[src/design/ael_pkg.sv]
// Shared types, token kinds, scan modes and character codes for the expression lexer.
`default_nettype none
package ael_pkg;

    // Position counter saturation limit: the smaller of the source length bound and 65535
    localparam longint unsigned MAX_SOURCE_LEN = 64'd65535;
    localparam logic [15:0] POS_LIMIT =
        (MAX_SOURCE_LEN > 64'd65535) ? 16'hFFFF : MAX_SOURCE_LEN[15:0];

    localparam logic [3:0] K_END    = 4'd0;
    localparam logic [3:0] K_PLUS   = 4'd1;
    localparam logic [3:0] K_MINUS  = 4'd2;
    localparam logic [3:0] K_STAR   = 4'd3;
    localparam logic [3:0] K_POW    = 4'd4;
    localparam logic [3:0] K_SLASH  = 4'd5;
    localparam logic [3:0] K_MOD    = 4'd6;
    localparam logic [3:0] K_LPAREN = 4'd7;
    localparam logic [3:0] K_RPAREN = 4'd8;
    localparam logic [3:0] K_INT    = 4'd9;
    localparam logic [3:0] K_FLOAT  = 4'd10;
    localparam logic [3:0] K_UNREC  = 4'd11;

    localparam logic [1:0] MODE_IDLE = 2'd0;
    localparam logic [1:0] MODE_STAR = 2'd1;
    localparam logic [1:0] MODE_INT  = 2'd2;
    localparam logic [1:0] MODE_FRAC = 2'd3;

    localparam logic [7:0] CH_STAR   = 8'h2A;
    localparam logic [7:0] CH_DOT    = 8'h2E;
    localparam logic [7:0] CH_PLUS   = 8'h2B;
    localparam logic [7:0] CH_MINUS  = 8'h2D;
    localparam logic [7:0] CH_SLASH  = 8'h2F;
    localparam logic [7:0] CH_PCT    = 8'h25;
    localparam logic [7:0] CH_LPAREN = 8'h28;
    localparam logic [7:0] CH_RPAREN = 8'h29;
    localparam logic [7:0] CH_ZERO   = 8'h30;
    localparam logic [7:0] CH_NINE   = 8'h39;
    localparam logic [7:0] CH_SPACE  = 8'h20;
    localparam logic [7:0] CH_TAB    = 8'h09;
    localparam logic [7:0] CH_CR     = 8'h0D;

    localparam int MAX_RESULTS = 3;

    typedef struct packed {
        logic [3:0]  kind;
        logic [15:0] start;
        logic [15:0] length;
    } token_t;

    // Results caused by one source character, slot 0 first
    typedef struct packed {
        token_t [MAX_RESULTS-1:0] tok;
        logic [1:0]               cnt;
    } res_t;

endpackage
`default_nettype wire

[src/design/ael_scan.sv]
// Scan state and token generation for one source character.
`default_nettype none
module ael_scan
    import ael_pkg::*;
(
    input  wire logic       aclk,
    input  wire logic       aresetn,
    input  wire logic [7:0] in_ch,
    input  wire logic       in_last,
    input  wire logic       adv,
    output res_t            res
);

    logic [1:0]  mode_reg, mode_next;
    logic [15:0] pos_reg, pos_next;
    logic [15:0] tsp_reg, tsp_next;

    function automatic logic [15:0] span(input logic [15:0] upto, input logic [15:0] from);
        span = (upto >= from) ? (upto - from) : 16'd0;
    endfunction

    logic        is_digit, is_space, cons;
    logic [1:0]  m1;
    logic [15:0] t1, posn;
    logic [3:0]  cv;
    token_t      cand [4];
    logic [1:0]  n;

    always_comb begin
        is_digit = (in_ch >= CH_ZERO) && (in_ch <= CH_NINE);
        is_space = (in_ch == CH_SPACE) || ((in_ch >= CH_TAB) && (in_ch <= CH_CR));
        cons = 1'b0;
        m1   = mode_reg;
        t1   = tsp_reg;
        cv   = 4'b0000;
        for (int i = 0; i < 4; i++) begin
            cand[i] = '{kind: K_END, start: 16'd0, length: 16'd0};
        end

        // extend or flush the pending token
        unique case (mode_reg)
            MODE_STAR: begin
                cv[0] = 1'b1;
                m1    = MODE_IDLE;
                if (in_ch == CH_STAR) begin
                    cand[0] = '{kind: K_POW, start: tsp_reg, length: 16'd2};
                    cons    = 1'b1;
                end else begin
                    cand[0] = '{kind: K_STAR, start: tsp_reg, length: 16'd1};
                end
            end
            MODE_INT: begin
                if (is_digit) begin
                    cons = 1'b1;
                end else if (in_ch == CH_DOT) begin
                    cons = 1'b1;
                    m1   = MODE_FRAC;
                end else begin
                    cv[0]   = 1'b1;
                    m1      = MODE_IDLE;
                    cand[0] = '{kind: K_INT, start: tsp_reg,
                                length: span(pos_reg, tsp_reg)};
                end
            end
            MODE_FRAC: begin
                if (is_digit) begin
                    cons = 1'b1;
                end else begin
                    cv[0]   = 1'b1;
                    m1      = MODE_IDLE;
                    cand[0] = '{kind: K_FLOAT, start: tsp_reg,
                                length: span(pos_reg, tsp_reg)};
                end
            end
            default: begin
            end
        endcase

        // scan the character afresh from idle
        if (!cons) begin
            cand[1] = '{kind: K_UNREC, start: pos_reg, length: 16'd1};
            priority if (in_ch == CH_PLUS) begin
                cv[1] = 1'b1; cand[1].kind = K_PLUS;
            end else if (in_ch == CH_MINUS) begin
                cv[1] = 1'b1; cand[1].kind = K_MINUS;
            end else if (in_ch == CH_SLASH) begin
                cv[1] = 1'b1; cand[1].kind = K_SLASH;
            end else if (in_ch == CH_PCT) begin
                cv[1] = 1'b1; cand[1].kind = K_MOD;
            end else if (in_ch == CH_LPAREN) begin
                cv[1] = 1'b1; cand[1].kind = K_LPAREN;
            end else if (in_ch == CH_RPAREN) begin
                cv[1] = 1'b1; cand[1].kind = K_RPAREN;
            end else if (in_ch == CH_STAR) begin
                m1 = MODE_STAR; t1 = pos_reg;
            end else if (is_digit) begin
                m1 = MODE_INT; t1 = pos_reg;
            end else if (!is_space) begin
                cv[1] = 1'b1;
            end else begin
            end
        end

        posn = (pos_reg < POS_LIMIT) ? (pos_reg + 16'd1) : POS_LIMIT;

        mode_next = m1;
        tsp_next  = t1;
        pos_next  = posn;

        // last character: flush, then end of input, then back to reset state
        if (in_last) begin
            cv[2] = (m1 != MODE_IDLE);
            unique case (m1)
                MODE_STAR: cand[2] = '{kind: K_STAR, start: t1, length: 16'd1};
                MODE_INT:  cand[2] = '{kind: K_INT, start: t1, length: span(posn, t1)};
                MODE_FRAC: cand[2] = '{kind: K_FLOAT, start: t1, length: span(posn, t1)};
                default:   cand[2] = '{kind: K_END, start: 16'd0, length: 16'd0};
            endcase
            cv[3]     = 1'b1;
            cand[3]   = '{kind: K_END, start: posn, length: 16'd0};
            mode_next = MODE_IDLE;
            tsp_next  = 16'd0;
            pos_next  = 16'd0;
        end

        // pack present tokens into the low slots
        n   = 2'd0;
        res = '0;
        for (int i = 0; i < 4; i++) begin
            if (cv[i] && (n != 2'd3)) begin
                res.tok[n] = cand[i];
                n          = n + 2'd1;
            end
        end
        res.cnt = n;
    end

    always_ff @(posedge aclk) begin
        if (!aresetn) begin
            mode_reg <= MODE_IDLE;
            pos_reg  <= 16'd0;
            tsp_reg  <= 16'd0;
        end else if (adv) begin
            mode_reg <= mode_next;
            pos_reg  <= pos_next;
            tsp_reg  <= tsp_next;
        end
    end

endmodule
`default_nettype wire

[src/design/ael_obuf.sv]
// Result buffer: holds up to three tokens of one character and hands them out a beat at a time.
`default_nettype none
module ael_obuf
    import ael_pkg::*;
(
    input  wire logic aclk,
    input  wire logic aresetn,
    input  wire logic load,
    input  wire res_t res,
    output logic      free,
    output logic      out_valid,
    output token_t    out_tok,
    output logic      out_last,
    input  wire logic out_ready
);

    token_t [MAX_RESULTS-1:0] slot_reg;
    logic [1:0]               cnt_reg;
    logic                     pop;

    assign pop       = out_valid && out_ready;
    assign out_valid = (cnt_reg != 2'd0);
    assign out_tok   = slot_reg[0];
    assign out_last  = (cnt_reg == 2'd1);
    assign free      = (cnt_reg == 2'd0) || ((cnt_reg == 2'd1) && pop);

    always_ff @(posedge aclk) begin
        if (!aresetn) begin
            cnt_reg <= 2'd0;
        end else if (load) begin
            cnt_reg <= res.cnt;
        end else if (pop) begin
            cnt_reg <= cnt_reg - 2'd1;
        end
    end

    // advance the queue on each beat taken
    always_ff @(posedge aclk) begin
        if (load) begin
            slot_reg <= res.tok;
        end else if (pop) begin
            slot_reg[0] <= slot_reg[1];
            slot_reg[1] <= slot_reg[2];
        end
    end

endmodule
`default_nettype wire

[src/design/arithmetic_expression_lexer.sv]
// Top level of the streaming arithmetic expression lexer.
// Path: a character's beat is held in the input register, then its tokens in the result
//   buffer; a character yields zero to three token beats.
// Throughput: one character per cycle while each gives at most one token and m_tready is high;
//   otherwise the result buffer drains one token per cycle and sets the rate.
// Reset: synchronous active-low aresetn empties both stages and returns the scanner to idle.
`default_nettype none
module arithmetic_expression_lexer
    import ael_pkg::*;
(
    input  wire logic        aclk,
    input  wire logic        aresetn,
    input  wire logic        s_tvalid,
    output logic             s_tready,
    input  wire logic [7:0]  s_tdata,   // [7:0] ch
    input  wire logic        s_tlast,   // end_of_source
    output logic             m_tvalid,
    input  wire logic        m_tready,
    output logic [39:0]      m_tdata,   // [3:0] token_kind, [19:4] token_start,
                                        // [35:20] token_length, [39:36] zero
    output logic             m_tlast    // last_of_run
);

    logic       in_vld_reg;
    logic [7:0] in_ch_reg;
    logic       in_last_reg;
    logic       adv, free;
    res_t       res;
    token_t     tok;

    assign adv      = in_vld_reg && free;
    assign s_tready = !in_vld_reg || adv;

    always_ff @(posedge aclk) begin
        if (!aresetn) begin
            in_vld_reg <= 1'b0;
        end else if (s_tready) begin
            in_vld_reg <= s_tvalid;
        end
    end

    always_ff @(posedge aclk) begin
        if (s_tready && s_tvalid) begin
            in_ch_reg   <= s_tdata;
            in_last_reg <= s_tlast;
        end
    end

    ael_scan u_scan (
        .aclk    (aclk),
        .aresetn (aresetn),
        .in_ch   (in_ch_reg),
        .in_last (in_last_reg),
        .adv     (adv),
        .res     (res)
    );

    ael_obuf u_obuf (
        .aclk      (aclk),
        .aresetn   (aresetn),
        .load      (adv),
        .res       (res),
        .free      (free),
        .out_valid (m_tvalid),
        .out_tok   (tok),
        .out_last  (m_tlast),
        .out_ready (m_tready)
    );

    assign m_tdata = {4'b0000, tok.length, tok.start, tok.kind};

`ifndef SYNTHESIS
    a_reset_empty: assert property (@(posedge aclk) !aresetn |=> !m_tvalid)
        else $error("result valid after reset");
    a_end_last: assert property (@(posedge aclk) disable iff (!aresetn)
        (m_tvalid && (tok.kind == K_END)) |-> m_tlast)
        else $error("end token not last of run");
    a_end_len: assert property (@(posedge aclk) disable iff (!aresetn)
        (m_tvalid && (tok.kind == K_END)) |-> (tok.length == 16'd0))
        else $error("end token with nonzero length");
    a_pow_len: assert property (@(posedge aclk) disable iff (!aresetn)
        (m_tvalid && (tok.kind == K_POW)) |-> (tok.length == 16'd2))
        else $error("power token length not two");
`endif

endmodule
`default_nettype wire

[config.mk]
export PLATFORM = sky130hd
export DESIGN_NAME = arithmetic_expression_lexer
export DESIGN_NICKNAME = d
export VERILOG_FILES = /design/src/design/ael_pkg.sv /design/src/design/ael_scan.sv /design/src/design/ael_obuf.sv /design/src/design/arithmetic_expression_lexer.sv
export SDC_FILE = /design/constraint.sdc
export NUM_CORES = 1
export LEC_CHECK = 0
export BUFFER_PORTS_ARGS = -buffer_cell sky130_fd_sc_hd__buf_2
export CORE_ASPECT_RATIO = 0.9
export CORE_MARGIN = 4
export CORE_UTILIZATION = 60
export CTS_BUF_LIST = sky130_fd_sc_hd__clkbuf_16
export DETAILED_ROUTE_END_ITERATION = 16
export PLACE_DENSITY = 0.82
export SKIP_CTS_REPAIR_TIMING = 1
export SLEW_MARGIN = 20
export SYNTH_ARGS = -nofsm -noshare
export SYNTH_HDL_FRONTEND = slang
export SYNTH_SLANG_ARGS = --single-unit
[constraint.sdc]
create_clock -name aclk -period 7.02 [get_ports aclk]
set_clock_uncertainty 0.1 [all_clocks]
set_input_delay 0 -clock aclk [delete_from_list [all_inputs] [get_ports aclk]]
set_output_delay 0 -clock aclk [all_outputs]
set_load 0.005 [all_outputs]
---- Yosys cells after proc, flatten, opt, wreduce, memory -nomap -nowiden ----
Cells that the tools add are included.
storage, ports and cells
  register bits after elaboration ......... 154
  bits of input ports ..................... 13
  output and inout bits ................... 43
  logic and storage cells ................. 158
operators by class
  $add $sub $neg .......................... 7
  $lt $le $gt $ge ......................... 13
  equality and inequality tests ........... 19
  mux-type cells .......................... 83
  reduce and logical (&&, ||, !) cells .... 20
operator list
  cell                                                               count
  bitwise mux 108 bit                                                3
  2-to-1 mux 108 bit                                                 3
  2-to-1 mux 36 bit                                                  8
  2-to-1 mux 16 bit                                                  14
  demux 36 bit (select 2 bit)                                        3
  2-to-1 mux 72 bit                                                  3
  case mux 36 bit (3 select lines)                                   2
  == test 8 x 6 -> 1 bit, second input constant                      9
  2-to-1 mux 2 bit                                                   20
  2-to-1 mux 35 bit                                                  1
  greater-or-equal comparator 16 bit                                 2
  subtractor 16 bit                                                  2
  2-to-1 mux 4 bit                                                   5
  2-to-1 mux 1 bit                                                   18
  adder 16 x 1 -> 16 bit, second input constant                      1
  less-than comparator 16 bit, second input constant                 1
  logical AND 1 bit                                                  12
  == test 2 bit, second input constant                               4
  greater-or-equal comparator 8 x 4 -> 1 bit, second input constant  1
  greater-or-equal comparator 8 x 6 -> 1 bit, second input constant  1
  less-or-equal comparator 8 x 4 -> 1 bit, second input constant     1
  less-or-equal comparator 8 x 6 -> 1 bit, second input constant     1
  == test 2 x 1 -> 1 bit, second input constant                      3
  less-than comparator 2 x 3 -> 1 bit, second input constant         2
  other kinds (14)                                                   22

---- Logic depth before layout (Yosys ltp) ----
  word-level depth ........................ 25
  depth in mapped cells ................... 20
  mapped depth without buffers ............ 18

---- Hierarchy ----
From an unflattened synthesis, not the netlist that was laid out.
second synthesis, totals
  cell total of the unflattened synthesis .. 1057
  area, all modules ....................... 10741.6 µm²
modules (own cells, without submodules)
  module                       times used  cells an instance  area each (µm²)  sequential area each (µm²)
  ael_scan                     1           794                5644.2           680.7
  ael_obuf                     1           243                4728.3           3283.1
  arithmetic_expression_lexer  1           20                 369.1            290.3

---- Worst setup path before layout ----
OpenSTA, ideal clock, no wires.
  path type ............................... reg-to-reg
  start point ............................. register in_ch_reg[7]
  end point ............................... register u_obuf.slot_reg, in the netlist u_obuf.out_tok[17], data pin
  library setup time ...................... 0.268 ns
  data arrival time ....................... 4.163 ns
  data required time ...................... 6.652 ns
  path slack .............................. 2.489 ns
  cell stages (with the launch flop) ...... 20
  buffers on the path ..................... 4
  clock period less this slack ............ 4.531 ns
  cells stage by stage .................... edfxtp_1 -> nor4b_1 -> a31oi_1 -> o21a_1 -> clkbuf_1 -> buf_1 -> ha_1 -> nor3b_2 -> o21bai_1 -> inv_1 -> ha_1 -> nor2b_1 -> and2_1 -> clkbuf_1 -> nor2_1 -> nand2_1 -> nor3_1 -> clkbuf_1 -> a222oi_1 -> o21ai_1
on the way
  cells in the longest elaborated chain, start to end .. 25
  elaborated cells on any way between the ends .. 103
  those cells by class .................... add/sub: 2; order compare: 10; eq/ne: 15; mux: 66; reduce/logical: 10
ends and longest elaborated chain
  element                                                                              line                               source
  start, declared                                                                      arithmetic_expression_lexer.sv:25  logic [7:0] in_ch_reg;
  start signal, assigned                                                               arithmetic_expression_lexer.sv:44  in_ch_reg <= s_tdata;
  branches (longest 23 deep; another with greater-or-equal comparator 8 x 4 -> 1 bit)  -
  2-to-1 mux 108 bit (*)                                                               ael_scan.sv:130                    if (cv[i] && (n != 2'd3)) begin
  2-to-1 mux 72 bit (*)                                                                ael_obuf.sv:39                     if (load) begin
  end signal, assigned                                                                 ael_obuf.sv:40                     slot_reg <= res.tok;
  end, declared                                                                        ael_obuf.sv:17                     token_t [MAX_RESULTS-1:0] slot_reg;
Mark *: on every way between the ends.
A chain may end at the register's enable or synchronous reset.

---- Worst setup path after layout ----
  start point ............................. register in_ch_reg[7]
  end point ............................... register u_obuf.slot_reg, in the netlist u_obuf.out_tok[1], data pin
on the way
  cells in the longest elaborated chain, start to end .. 25
  elaborated cells on any way between the ends .. 106
  those cells by class .................... add/sub: 3; order compare: 11; eq/ne: 15; mux: 67; reduce/logical: 10
ends and longest elaborated chain
  element                                                     line
  branches (longest 23 deep; another with subtractor 16 bit)  -
  2-to-1 mux 108 bit (*)                                      ael_scan.sv:130
  2-to-1 mux 72 bit (*)                                       ael_obuf.sv:39
Marks and branches as above.

==> metrics.txt <==
vias=8543; HP Start=aresetn; Final min period=6.021 ns; wire per inst=22.13 µm; Adder-Cell Fraction of Synth Area=6.309%; initial core utilization=61.51%; Clock Tree Root=clkbuf_16; layout cells sized above 1=11.82%; overall routed net length=27790 µm; RD Place Congestion=0.9718; Buffers on Ports=51; # H-tree levels=4; n_diodes=0; slew margin rel.=29.16%; worst hold stages=2; pin count of the biggest net entering global routing=77; Avg Inst Size Synth=9.564 µm²; Vias/cell=6.802; Final Hold Viols=0; worst setup margin=0.9986 ns; PwrDens=247.3 nW/µm²; Max Cap Viol=0; FF+latch count, synth=153; GRT Resource Usage Total=29.81%; die height=130.2 µm; Core ar.=16190 µm²; total congestion overflow=0; first-pass GRT wire length=43100 µm; fin crit share=85.78%; max reg flops=71; yosys warns=0; final setup fails=0; Async S/R FF share, synth=0%; setup_tns=0 ns; Synth Instances=1041; Hold Path Sink=u_obuf.cnt_reg[1]; multiplexer share of the synthesized area=1.797%; maximum vdd ir drop=0.2408 mV; FP Rows=44; Seq/Total Area, Yosys=42.43%; area grow syn2layout=7.830%; vias in the first global route=7767; xor/xnor cell area share of the yosys netlist=2.815%; critical path type=register to register; status=completed; initial antenna violation count=0; Clock Sinks=153; worst flop-to-flop path startpoint=in_ch_reg[7]; Synth Area in Simple Gates=16.39%; CP required=7.11 ns; Die Area=18720 µm²; TritonCTS clock tree=yes; Compound-Gate Fraction of Synth Area=22.80%; CTS buffer count=17; pre-CTS setup slack=1.322 ns; Synth Cell Area=9956 µm²; Clock transition at path regs=0.06 ns; reg2reg setup slack=1.0 ns; maximum buffer depth of the clock tree=2; Netlist cell types=83; Slew Viols, Final=0; Tightest Hold Check Type=input pin to register; worst-skew pair later-pin latency=0.45 ns; Worst setup EP type=register; R2R Path End=u_obuf.out_tok[1]; Final HPWL DP=18580 µm; Leakage=4.003 nW; worst-margin pin slew=1.063 ns; DRT iter0 DRCs=1652; total chip power=2.655 mW; WP data arrival=6.12 ns; combinational family with the most area after synthesis=compound AO/OA/AOI/OAI gates; CP Launch Type=register; f_max=166.1 MHz; nets@finish=1098; Ports=56; drt drc=0; drt pass-1 iters=7; Post-DRT Antenna Nets=0; Top FF cell, synth=edfxtp_1; Die X=143.8 µm; unrepaired setup endpoints after global routing=no; crit-path max FO=22; Post-synth EDFFs=116; Worst R2R Path Depth=17
cells by family after synthesis:
kind of cell	after synthesis
AO/OA/AOI/OAI	321
XOR/XNOR	32
adder cells (fa/ha/maj)	49
buffers and inverters	143
flip-flops	153
multiplexers	17
other	1
AND/OR/NAND/NOR	325
layer usage:
layer	up-vias	track usage (%)	part of all wire (%)
met5	-	0	0
met4	0	9.025	2.2
met3	77	8.684	14
met2	630	43.14	43
met1	3994	43.46	40
li1	3842	-	-
critical path, cell delays in order, from the launching register on:
cell and delay (ns):
edfxtp_1 0.43, nor4b_1 0.69, nand2_1 0.14, o22ai_1 0.53
inv_1 0.13, ha_1 0.22, nand2b_1 0.25, nor3b_2 0.48
o21bai_1 0.33, inv_1 0.14, ha_1 0.22, nor2b_1 0.18
buf_4 0.31, and2_1 0.36, nor2_1 0.10, nand2_1 0.68
a21oi_1 0.13, a211o_1 0.33
layout make-up:
| type | instances | area (µm²) |
|---|---|---|
| clock buffer | 17 | 425.4 |
| clock inverter | 15 | 210.2 |
| multi-input combinational | 748 | 5015 |
| fill | 1272 | 5450 |
| inverter | 45 | 168.9 |
| timing repair buffer | 71 | 432.9 |
| sequential | 153 | 4224 |
| tap | 207 | 259.0 |
cell usage after synthesis (4+ instances only):
master | count | area, µm²
and2_1 | 8 | 50.05
nor2b_1 | 40 | 250.2
o22ai_1 | 15 | 93.84
buf_2 | 4 | 20.02
nor2_1 | 63 | 236.5
a221oi_2 | 9 | 135.1
edfxtp_1 | 116 | 3483
nand2_1 | 93 | 349.1
a211oi_1 | 4 | 30.03
o211ai_1 | 19 | 142.6
a22o_1 | 11 | 96.34
inv_1 | 41 | 153.9
xor2_1 | 13 | 113.9
o21a_1 | 9 | 67.56
buf_1 | 4 | 15.01
dfxtp_1 | 37 | 740.7
and3_1 | 9 | 56.30
nand4_1 | 8 | 50.05
a221o_1 | 5 | 50.05
a21o_1 | 8 | 60.06
nand3_1 | 32 | 160.2
a221oi_1 | 11 | 96.34
inv_2 | 4 | 15.01
o21bai_1 | 5 | 37.54
a21oi_1 | 51 | 255.2
ha_1 | 47 | 588.1
clkbuf_1 | 46 | 172.7
xnor2_1 | 19 | 166.4
buf_4 | 40 | 300.3
nor3_1 | 22 | 110.1
o21ai_0 | 63 | 315.3
mux2i_1 | 13 | 130.1
a31oi_1 | 9 | 56.30
a22oi_1 | 48 | 360.4
or3_1 | 7 | 43.79
o21ai_1 | 16 | 80.08
nand2b_1 | 21 | 131.4
layout by cell type (no fill, tap or decap), types with 15 or more instances in the layout:
master,synthesis,routed
nor2_1,63,63
o21ai_1,16,16
buf_2,4,51
nor3_1,22,22
nand2b_1,21,20
nor2b_1,40,40
o211ai_1,19,19
o22ai_1,15,15
dfxtp_1,37,37
ha_1,47,47
a21oi_1,51,51
nand3_1,32,32
a22oi_1,48,48
inv_1,41,43
nand2_1,93,93
clkbuf_16,0,17
edfxtp_1,116,116
xnor2_1,19,19
o21ai_0,63,63
where the power goes:
part | leakage [nW] | switching, mW | total [mW] | internal, mW
Clock | 0.320 | 0.384 | 1.01 | 0.625
Sequential | 1.43 | 0.0461 | 1.20 | 1.15
Combinational | 2.25 | 0.286 | 0.445 | 0.159
per-stage QoR:
step / area (µm²) / util (%) / hold WS (ns) / std cells
3_5_place_dp: 9990 / 61.72 / 0.07897 / 1213
5_1_grt: 10740 / 66.33 / 0.05301 / 1256
3_3_place_gp: 9990 / 61.72 / 0.07825 / 1213
2_1_floorplan: 9967 / - / -0.001131 / 1044
6_report: 10740 / 66.33 / 0.04134 / 1256
4_1_cts: 10630 / 65.65 / -0.3818 / 1245
how the worst max path moves through the flow:
stage	endpoint	slack, ns	startpoint	depth (start not counted)
2_1_floorplan	u_obuf.out_tok[17]	2.49	in_ch_reg[7]	19
4_1_cts	u_obuf.out_tok[1]	1.18	in_ch_reg[7]	15
3_3_place_gp	u_obuf.out_tok[1]	1.40	in_ch_reg[7]	15
6_report	u_obuf.out_tok[1]	1.0	in_ch_reg[7]	17
5_1_grt	u_obuf.out_tok[17]	0.59	in_ch_reg[7]	20
3_5_place_dp	u_obuf.out_tok[17]	1.32	in_ch_reg[7]	18
Note: power is estimated with default switching activity, not from simulation.
